==> src/rtl/smeu_pkg.sv <==
`timescale 1ns / 1ps
// ----------------------------------------------------------------------------
// Stack machine execute unit package
// Shared payload types, primitive codes and status codes.
// ----------------------------------------------------------------------------
package smeu_pkg;

   localparam int StackDepthDefault = 32;
   localparam int MemWordsDefault   = 256;

   localparam logic [5:0] OP_LIT   = 6'd0;
   localparam logic [5:0] OP_BR    = 6'd1;
   localparam logic [5:0] OP_ZBR   = 6'd2;
   localparam logic [5:0] OP_DROP  = 6'd3;
   localparam logic [5:0] OP_SWAP  = 6'd4;
   localparam logic [5:0] OP_DUP   = 6'd5;
   localparam logic [5:0] OP_OVER  = 6'd6;
   localparam logic [5:0] OP_ROT   = 6'd7;
   localparam logic [5:0] OP_NROT  = 6'd8;
   localparam logic [5:0] OP_ADD   = 6'd9;
   localparam logic [5:0] OP_SUB   = 6'd10;
   localparam logic [5:0] OP_MUL   = 6'd11;
   localparam logic [5:0] OP_DIV   = 6'd12;
   localparam logic [5:0] OP_MOD   = 6'd13;
   localparam logic [5:0] OP_EQ    = 6'd14;
   localparam logic [5:0] OP_NE    = 6'd15;
   localparam logic [5:0] OP_LT    = 6'd16;
   localparam logic [5:0] OP_GT    = 6'd17;
   localparam logic [5:0] OP_LE    = 6'd18;
   localparam logic [5:0] OP_GE    = 6'd19;
   localparam logic [5:0] OP_LAND  = 6'd20;
   localparam logic [5:0] OP_LOR   = 6'd21;
   localparam logic [5:0] OP_LNOT  = 6'd22;
   localparam logic [5:0] OP_BAND  = 6'd23;
   localparam logic [5:0] OP_BOR   = 6'd24;
   localparam logic [5:0] OP_BXOR  = 6'd25;
   localparam logic [5:0] OP_BNOT  = 6'd26;
   localparam logic [5:0] OP_STORE = 6'd27;
   localparam logic [5:0] OP_FETCH = 6'd28;
   localparam logic [5:0] OP_ADDST = 6'd29;
   localparam logic [5:0] OP_SUBST = 6'd30;
   localparam logic [5:0] OP_CSTORE = 6'd31;
   localparam logic [5:0] OP_CFETCH = 6'd32;

   localparam logic [1:0] ST_OK    = 2'd0;
   localparam logic [1:0] ST_UNDER = 2'd1;
   localparam logic [1:0] ST_OVER  = 2'd2;
   localparam logic [1:0] ST_DIVZ  = 2'd3;

   typedef struct packed {
      logic [5:0]         action;
      logic signed [63:0] operand;
   } req_type;

   typedef struct packed {
      logic signed [63:0] top_value;
      logic [5:0]         depth_now;
      logic               branch_taken;
      logic [1:0]         status;
   } rsp_type;

   // Operands needed by each primitive.
   function automatic logic [1:0] op_need(input logic [5:0] op);
      logic [1:0] n;
      n = 2'd2;
      case (op)
         OP_LIT, OP_BR: n = 2'd0;
         OP_ZBR, OP_DROP, OP_DUP, OP_LNOT, OP_BNOT, OP_FETCH, OP_CFETCH: n = 2'd1;
         OP_ROT, OP_NROT: n = 2'd3;
         default: n = 2'd2;
      endcase
      return n;
   endfunction

   // Start and result of a signed division.
   typedef struct packed {
      logic        start;
      logic        rem;
      logic [63:0] dividend;
      logic [63:0] divisor;
   } div_req_type;

   typedef struct packed {
      logic        done;
      logic [63:0] result;
   } div_rsp_type;

endpackage

==> src/rtl/smeu_divider.sv <==
`timescale 1ns / 1ps
// ----------------------------------------------------------------------------
// Stack machine divider
// Radix-2 restoring signed divider, one quotient bit a cycle.
// ----------------------------------------------------------------------------
module smeu_divider
   import smeu_pkg::*;
(
   input  logic        clock,
   input  logic        reset,
   input  div_req_type div_req,
   output div_rsp_type div_rsp
);

   logic        busy_ff, busy_in;
   logic [6:0]  count_ff, count_in;
   logic [63:0] quo_ff, quo_in;
   logic [63:0] rem_ff, rem_in;
   logic [63:0] den_ff, den_in;
   logic        neg_q_ff, neg_q_in;
   logic        neg_r_ff, neg_r_in;
   logic        sel_rem_ff, sel_rem_in;
   logic        done_ff, done_in;
   logic [63:0] res_ff, res_in;
   logic [64:0] trial;
   logic [63:0] shifted;

   always_comb begin
      busy_in = busy_ff; count_in = count_ff; quo_in = quo_ff; rem_in = rem_ff;
      den_in = den_ff; neg_q_in = neg_q_ff; neg_r_in = neg_r_ff;
      sel_rem_in = sel_rem_ff; done_in = 1'b0; res_in = res_ff;
      shifted = {rem_ff[62:0], quo_ff[63]};
      trial = {1'b0, shifted} - {1'b0, den_ff};
      if (div_req.start) begin
         busy_in    = 1'b1;
         count_in   = 7'd64;
         quo_in     = div_req.dividend[63] ? (64'd0 - div_req.dividend) : div_req.dividend;
         den_in     = div_req.divisor[63] ? (64'd0 - div_req.divisor) : div_req.divisor;
         rem_in     = 64'd0;
         neg_r_in   = div_req.dividend[63];
         neg_q_in   = div_req.dividend[63] ^ div_req.divisor[63];
         sel_rem_in = div_req.rem;
      end else if (busy_ff) begin
         if (count_ff == 7'd0) begin
            busy_in = 1'b0;
            done_in = 1'b1;
            if (sel_rem_ff) begin
               res_in = neg_r_ff ? (64'd0 - rem_ff) : rem_ff;
            end else begin
               res_in = neg_q_ff ? (64'd0 - quo_ff) : quo_ff;
            end
         end else begin
            count_in = count_ff - 7'd1;
            if (!trial[64]) begin
               rem_in = trial[63:0];
               quo_in = {quo_ff[62:0], 1'b1};
            end else begin
               rem_in = shifted;
               quo_in = {quo_ff[62:0], 1'b0};
            end
         end
      end
   end

   always_ff @(posedge clock) begin
      if (reset) begin
         busy_ff <= 1'b0;
         done_ff <= 1'b0;
      end else begin
         busy_ff <= busy_in;
         done_ff <= done_in;
      end
      count_ff <= count_in; quo_ff <= quo_in; rem_ff <= rem_in; den_ff <= den_in;
      neg_q_ff <= neg_q_in; neg_r_ff <= neg_r_in; sel_rem_ff <= sel_rem_in;
      res_ff <= res_in;
   end

   assign div_rsp.done   = done_ff;
   assign div_rsp.result = res_ff;

endmodule

==> config.mk <==
export PLATFORM = sky130hd
export DESIGN_NAME = smeu_divider
export DESIGN_NICKNAME = d
export VERILOG_FILES = /design/src/rtl/smeu_pkg.sv /design/src/rtl/smeu_divider.sv
export SDC_FILE = /design/constraint.sdc
export NUM_CORES = 1
export LEC_CHECK = 0
export CAP_MARGIN = 0
export CORE_UTILIZATION = 55
export CTS_CLUSTER_SIZE = 40
export DETAILED_ROUTE_END_ITERATION = 6
export DONT_BUFFER_PORTS = 1
export PLACE_DENSITY = 0.78
export SYNTH_ARGS = -nofsm -noshare
export SYNTH_HDL_FRONTEND = slang
export SYNTH_SLANG_ARGS = --single-unit
==> constraint.sdc <==
create_clock -name clock -period 4.86 [get_ports clock]
set_input_delay 0.486 -clock clock [delete_from_list [all_inputs] [get_ports clock]]
set_output_delay 0.486 -clock clock [all_outputs]
set_load 0.02 [all_outputs]
==> out/metrics.cfg, run 1 <==
[clocking]
ctsResizeCount=0
cts_root_buffer=clkbuf_16
cts_setup_buffers=0
clk_latency_ns=0.57
htree_levels=1
cts_tree=done
cts_buffers=30
clock_sinks=268
holdBufCountCts=4
clockBufferDepth=3
clk_pin_slew_ns=0.06

[die]
design.die.area_um2=35800
fp.dieH_um=189
ioPinCount=197
coreArea_um2=34500
die_x_um=189
start_util_pct=55.8
rows=68

[global_route]
overflow=0
antenna_found_initial=0
track_usage_pct=27.7
grt_max_degree=197
grt_pass1_vias=15600
grt_pass1_wl_um=79400

[pwr]
p_leak_nw=7.66
power_per_cell_area_nw_per_um2=298
ir_drop_v=0.000271

[layout]
fillCellCount=3050
multi_input_area_um2=11200
n_antenna_cell=0
drive_gt1_share_pct=5.04
area_growth_pct=7.05
nets=2363
seqCellArea_um2=7320

[logic_synthesis]
synth_commonest_cells=a21oi_1 (217), nand2_1 (217), o21ai_0 (207)
avgSynthCellArea_um2=8.65
synth-edff-count=195
yosysTopAreaCellShare_pct=30.4
synth-main-ff-cell=edfxtp_1
synth.distinct_cells=72
synth_area_um2=19300
syn_nets=2433
netlist_top_cells_area=edfxtp_1 (30%), xnor2_1 (7.7%), dfxtp_1 (7.6%)
syn_inst=2230
async_flop_share_pct=0
synth_seq_area_share_pct=37.9
synth-seq-cells=268
synth_top_cell_by_area=edfxtp_1
synth.yosys.warnings=0

[placed_design]
portBuffers=0
dpl_worst_slack_ns=0.0543
dpl.hpwl_um=38400
gp_congestion=0.908

[timing]
relSlewSlack_pct=16.8
period_share_pct=88.1
fin_tns_setup_ns=0
fin_crit_ns=4.28
finalHoldViolCount=0
worst_pin_slew_ns=1.23
finalSetupViolCount=0
fmax_ghz=0.234
slew_viol_final=0
fin_skew_ns=0.0175
worst_slack_ns=0.579
rsz0062_at_grt=no

[run_status]
status=finished clean

[worst_setup_path]
path_common_cell=or4_1
startpoint_type=primary input
critPathMaxFanout=7
slowest_stage=o41ai_1
cp_data_arrival_time_ns=4.48
r2r_setup_slack_ns=0.84
critical_path.top_delay_family=simple AND/OR/NAND/NOR gates
path_class=in -> reg
worstSetupEndpointType=register
max_stage_delay_ns=1.06
worstPathRequired_ns=5.06
cp_cell_sequence=or4_1 > nor4_1 > nand3_1 > or3_1 > nand2b_1 > or4_1 > o41ai_1
critPathBufInv=0

[worst_hold_path]
hold_class=in -> reg

[drt]
vias_per_cell=6.18
ant_nets=0
dr.pass1.iters=5
wire_per_inst_um=19.3
drt-total-wl_um=50800
drc=0
initialDrtViolationCount=1128
vias=16300

[flow_run]
drv_cap=0

-- cells by family after synthesis --
logic type | share of synthesized area [%]
xor+xnor | 14.2
simple gates | 16.8
compound gates | 20.9
fa+ha+maj | 4.64
buf+inv | 4.32
mux | 1.23
flops | 37.9
-- final timing paths --
check	startpoint	depth (start not counted)	to
hold / removal	div_req[129]	0	den_ff[10]$_DFFE_PP_
hold reg to reg	count_ff[0]$_SDFFE_PP0P_	2	count_ff[0]$_SDFFE_PP0P_
setup reg to reg	rem_ff[6]$_SDFFE_PP0P_	10	res_ff[59]$_DFFE_PP_
setup / recovery	div_req[72]	7	quo_ff[63]$_DFFE_PP_
-- layout make-up --
type                       count  area share (%)
multi-input combinational   1741            54.1
sequential                   268            35.4
clock buffer                  46            4.74
tap                          455            2.76
inverter                     102            1.85
timing repair buffer          17           0.788
clock inverter                10           0.285
-- routing by layer --
metal	GRT usage, %	share of wire [%]	vias up
met2	51.0	52	488
met3	3.91	5.1	127
met4	10.2	3.7	0
li1	-	-	7963
met1	32.6	39	7730
met5	0	0	-
-- metrics by stage --
stage / cells / power [W] / instance area [µm²] / util (%) / hold slack [ns]
floorplan: 2230 / 0.00359 / 19300 / - / 0.455
global placement: 2579 / 0.00381 / 19600 / 56.7 / 0.470
detailed placement: 2579 / 0.00384 / 19600 / 56.7 / 0.488
CTS: 2639 / 0.00617 / 20600 / 59.8 / 0.0330
global route: 2639 / 0.00639 / 20600 / 59.8 / 0.0215
finish: 2639 / 0.00614 / 20600 / 59.8 / 0.0467
-- sequential cells by signal, indices dropped and copies added (netlist names) --
| register | count |
|---|---|
| neg_r_ff | 1 |
| den_ff | 64 |
| busy_ff | 1 |
| rem_ff | 64 |
| neg_q_ff | 1 |
| res_ff | 64 |
| sel_rem_ff | 1 |
| count_ff | 7 |
| done_ff | 1 |
| quo_ff | 64 |
-- cell usage in the layout, fill, tap and decap left out, types with 18 or more instances in the layout --
| master | count |
|---|---|
| o21bai_1 | 19 |
| nand3_1 | 21 |
| o41ai_1 | 42 |
| mux2i_1 | 18 |
| clkbuf_16 | 35 |
| xnor2_1 | 170 |
| inv_1 | 101 |
| edfxtp_1 | 195 |
| ha_1 | 70 |
| nand4_1 | 37 |
| a21o_1 | 20 |
| nor3_1 | 33 |
| or3_1 | 34 |
| nand2_1 | 217 |
| nor2_1 | 189 |
| o21ai_0 | 207 |
| xor2_1 | 142 |
| nand2b_1 | 28 |
| a21oi_1 | 216 |
| o31ai_1 | 72 |
| or4_1 | 34 |
| dfxtp_1 | 73 |
-- power breakdown --
part,internal (W),switching (W)
registers,0.00266,0.000130
clock network,0.00139,0.000957
logic,0.000395,0.000613
Note: power is estimated with default switching activity, not from simulation.
==> run 2: changes to the inputs <==
Settings changed: PLACE_DENSITY 0.78 to 0.81.
Clock period 4.86 ns to 3.6 ns, I/O delays scaled along.
==> run 2 against run 1 <==
Net effect: cell count increased by 4.4%; the run now ends with design-rule violations left; sequential power increased by 35%; clock power increased by 24%; non-clock buffer count increased by 122; via count increased by 3.7%.
==> out/metrics.cfg, run 2 (synthesis gave the netlist of run 1 again) <==
[run_status]
status=complete, but fails checks  ; was finished clean
violations=design-rule violations

[die]
ioPinCount=197  ; unchanged
die_x_um=189  ; unchanged
start_util_pct=55.8  ; unchanged
coreArea_um2=34500  ; unchanged
design.die.area_um2=35800  ; unchanged
fp.dieH_um=189  ; unchanged
rows=68  ; unchanged

[worst_setup_path]
r2r_end=res_ff[41]$_DFFE_PP_  ; was res_ff[59]$_DFFE_PP_
worstPathRequired_ns=3.89  ; was 5.06 ns
path_class=reg -> reg  ; was in -> reg
critPathBufInv=1  ; was 0
r2r-start=quo_ff[30]$_DFFE_PP_  ; was rem_ff[6]$_SDFFE_PP0P_
critical_path.top_delay_family=simple AND/OR/NAND/NOR gates  ; unchanged
worstSetupEndpointType=register  ; unchanged
r2r_setup_slack_ns=0.08  ; was 0.84 ns
slowest_stage=or4_1  ; was o41ai_1
startpoint_type=register  ; was primary input
max_stage_delay_ns=0.49  ; was 1.06 ns
cp_data_arrival_time_ns=3.81  ; was 4.48 ns
critPathMaxFanout=5  ; was 7
cp_cell_sequence=or3_1 > or4_1 > or4_1 > nor4_1 > buf_4 > nand2_1 > o41ai_1 > xor2_1 > o21ai_0  ; was or4_1 > nor4_1 > nand3_1 > or3_1 > nand2b_1 > or4_1 > o41ai_1
path_common_cell=or4_1  ; unchanged
reg2reg_depth=9  ; was 10

[clocking]
cts_setup_buffers=0  ; unchanged
cts_root_buffer=clkbuf_16  ; unchanged
cts_tree=done  ; unchanged
cts_buffers=28  ; was 30
clk_pin_slew_ns=0.07  ; was 0.06 ns
clock_sinks=268  ; unchanged
clk_latency_ns=0.57  ; about the same
clockBufferDepth=3  ; unchanged
htree_levels=1  ; unchanged

[drt]
ant_nets=0  ; unchanged
wire_per_inst_um=19.6  ; was 19.3 µm
drt-total-wl_um=54100  ; was 50,800 µm
dr.max_layer_used=met4  ; unchanged
initialDrtViolationCount=1180  ; was 1,128
wl_met1_um=21000  ; was 20,000 µm
met2_length_um=28200  ; was 26,400 µm
vias=16900  ; was 16.3k
dr.pass1.iters=7  ; was 5
wl_met3_um=2810  ; was 2600 µm
vias_per_cell=6.13  ; was 6.18
drc=3  ; was 0

[timing]
worst_pin_slew_ns=0.872  ; was 1.23 ns
fin_crit_ns=3.52
worst_slack_ns=0.0762  ; was 0.579 ns
holdWs_ns=0.00885  ; was 0.0467 ns
relSlewSlack_pct=41.9  ; was 16.8%
rsz0062_at_grt=yes  ; was no
slew_viol_final=0  ; unchanged
period_share_pct=97.9
finalSetupViolCount=0  ; unchanged
fmax_ghz=0.284
finalHoldViolCount=0  ; unchanged
fin_skew_ns=0.0259  ; was 0.0175 ns

[placed_design]
gp_congestion=0.929  ; was 0.908
dp_cells=2673  ; was 2,579
dpl.hpwl_um=40600  ; was 38,400 µm
portBuffers=0  ; unchanged
dpl_worst_slack_ns=-0.521  ; was 0.0543 ns

[global_route]
grt_pass1_vias=16400  ; was 15.6k
overflow=0  ; unchanged
antenna_found_initial=0  ; unchanged
grt_pass1_wl_um=83700  ; was 79,400 µm
track_usage_pct=29.3  ; was 27.7%
grt_max_degree=126  ; was 197

[pwr]
p_leak_nw=8.20  ; was 7.66 nW
ir_drop_v=0.000389  ; was 0.000271 V
power_per_cell_area_nw_per_um2=377  ; was 298 nW/µm²

[layout]
fillCellCount=2927  ; was 3,050
area_growth_pct=11.9  ; was 7.05%
nets=2483  ; was 2,363
drive_gt1_share_pct=8.78  ; was 5.04%
final_cell_mix=nand2_1 (217), a21oi_1 (214), o21ai_0 (206), edfxtp_1 (195), nor2_1 (188)  ; was nand2_1 (217), a21oi_1 (216), o21ai_0 (207), edfxtp_1 (195), nor2_1 (189)
final_common_cell=nand2_1  ; unchanged
finalNonFillerCells=2756  ; was 2,639
n_antenna_cell=0  ; unchanged
fin_util_pct=62.5  ; was 59.8%

[worst_hold_path]
hp-start=div_req[60]  ; was div_req[129]
hold_class=in -> reg  ; unchanged
hold_end=den_ff[60]$_DFFE_PP_  ; was den_ff[10]$_DFFE_PP_
min_path_cells=1  ; was 0

[flow_run]
drv_cap=0  ; unchanged

run 2: changes by cell type in the layout (fill, tap and decap cells not counted), moves of 3 or more:
| cell | change |
|---|---|
| clkbuf_8 | -6 |
| clkinv_1 | +6 |
| clkbuf_16 | -7 |
| o41ai_1 | -3 |
| dlygate4sd3_1 | +27 |
| bufinv_16 | +3 |
| buf_4 | +93 |
run 2: final cells by class:
class                      count  area [µm²]  area share (%)
multi-input combinational   1741       11200            52.0
sequential                   268        7320            33.9
timing repair buffer         139        1180            5.46
clock buffer                  32         716            3.32
tap                          455         569            2.64
inverter                     102         383            1.77
clock inverter                19         190           0.881
run 2: worst max-delay path by stage:
stage,cells after the start,endpoint,from,slack [ns]
6_report,9,res_ff[41]$_DFFE_PP_,quo_ff[30]$_DFFE_PP_,0.08
5_1_grt,16,rem_ff[32]$_SDFFE_PP0P_,quo_ff[63]$_DFFE_PP_,-0.06
4_1_cts,15,rem_ff[61]$_SDFFE_PP0P_,quo_ff[63]$_DFFE_PP_,0.01
3_5_place_dp,8,quo_ff[63]$_DFFE_PP_,div_req[78],-0.52
3_3_place_gp,8,quo_ff[63]$_DFFE_PP_,div_req[78],-1.05
2_1_floorplan,10,den_ff[57]$_DFFE_PP_,div_req[13],0.11
run 2: what timing repair did:
| item | in CTS | in global routing |
|---|---|---|
| hold endpoints to repair | 106 | 0 |
| gates resized for setup | 0 | 12 |
| hold buffers | 32 | 0 |
| setup endpoints to repair | 0 | 77 |
run 2: metrics by stage:
step | area [µm²] | setup TNS [ns] | total power, W
2_1_floorplan | 19300 | 0 | 0.00485
3_3_place_gp | 20300 | -1.05 | 0.00517
3_5_place_dp | 20300 | -0.788 | 0.00522
4_1_cts | 21500 | 0 | 0.00815
5_1_grt | 21600 | -0.0693 | 0.00844
6_report | 21600 | 0 | 0.00814
run 2: report_power, final:
part           total, W  internal [W]  leakage [nW]  switching (W)
sequential      0.00378       0.00359          2.46       0.000183
combinational   0.00146      0.000586          5.31       0.000869
clock           0.00291       0.00165         0.438        0.00126
run 2: metal layers:
layer,up-vias,GRT usage (%)
li1,8183,-
met1,8083,34.3
met2,522,54.4
met3,116,3.67
met4,0,10.6
met5,-,0
run 2: worst register-to-register path, cell delays in order, from the launching register on:
cell and delay, ns:
edfxtp_1 0.42, or3_1 0.45, or4_1 0.49, or4_1 0.44, nor4_1 0.20, buf_4 0.19
nand2_1 0.10, o41ai_1 0.36, xor2_1 0.15, o21ai_0 0.44
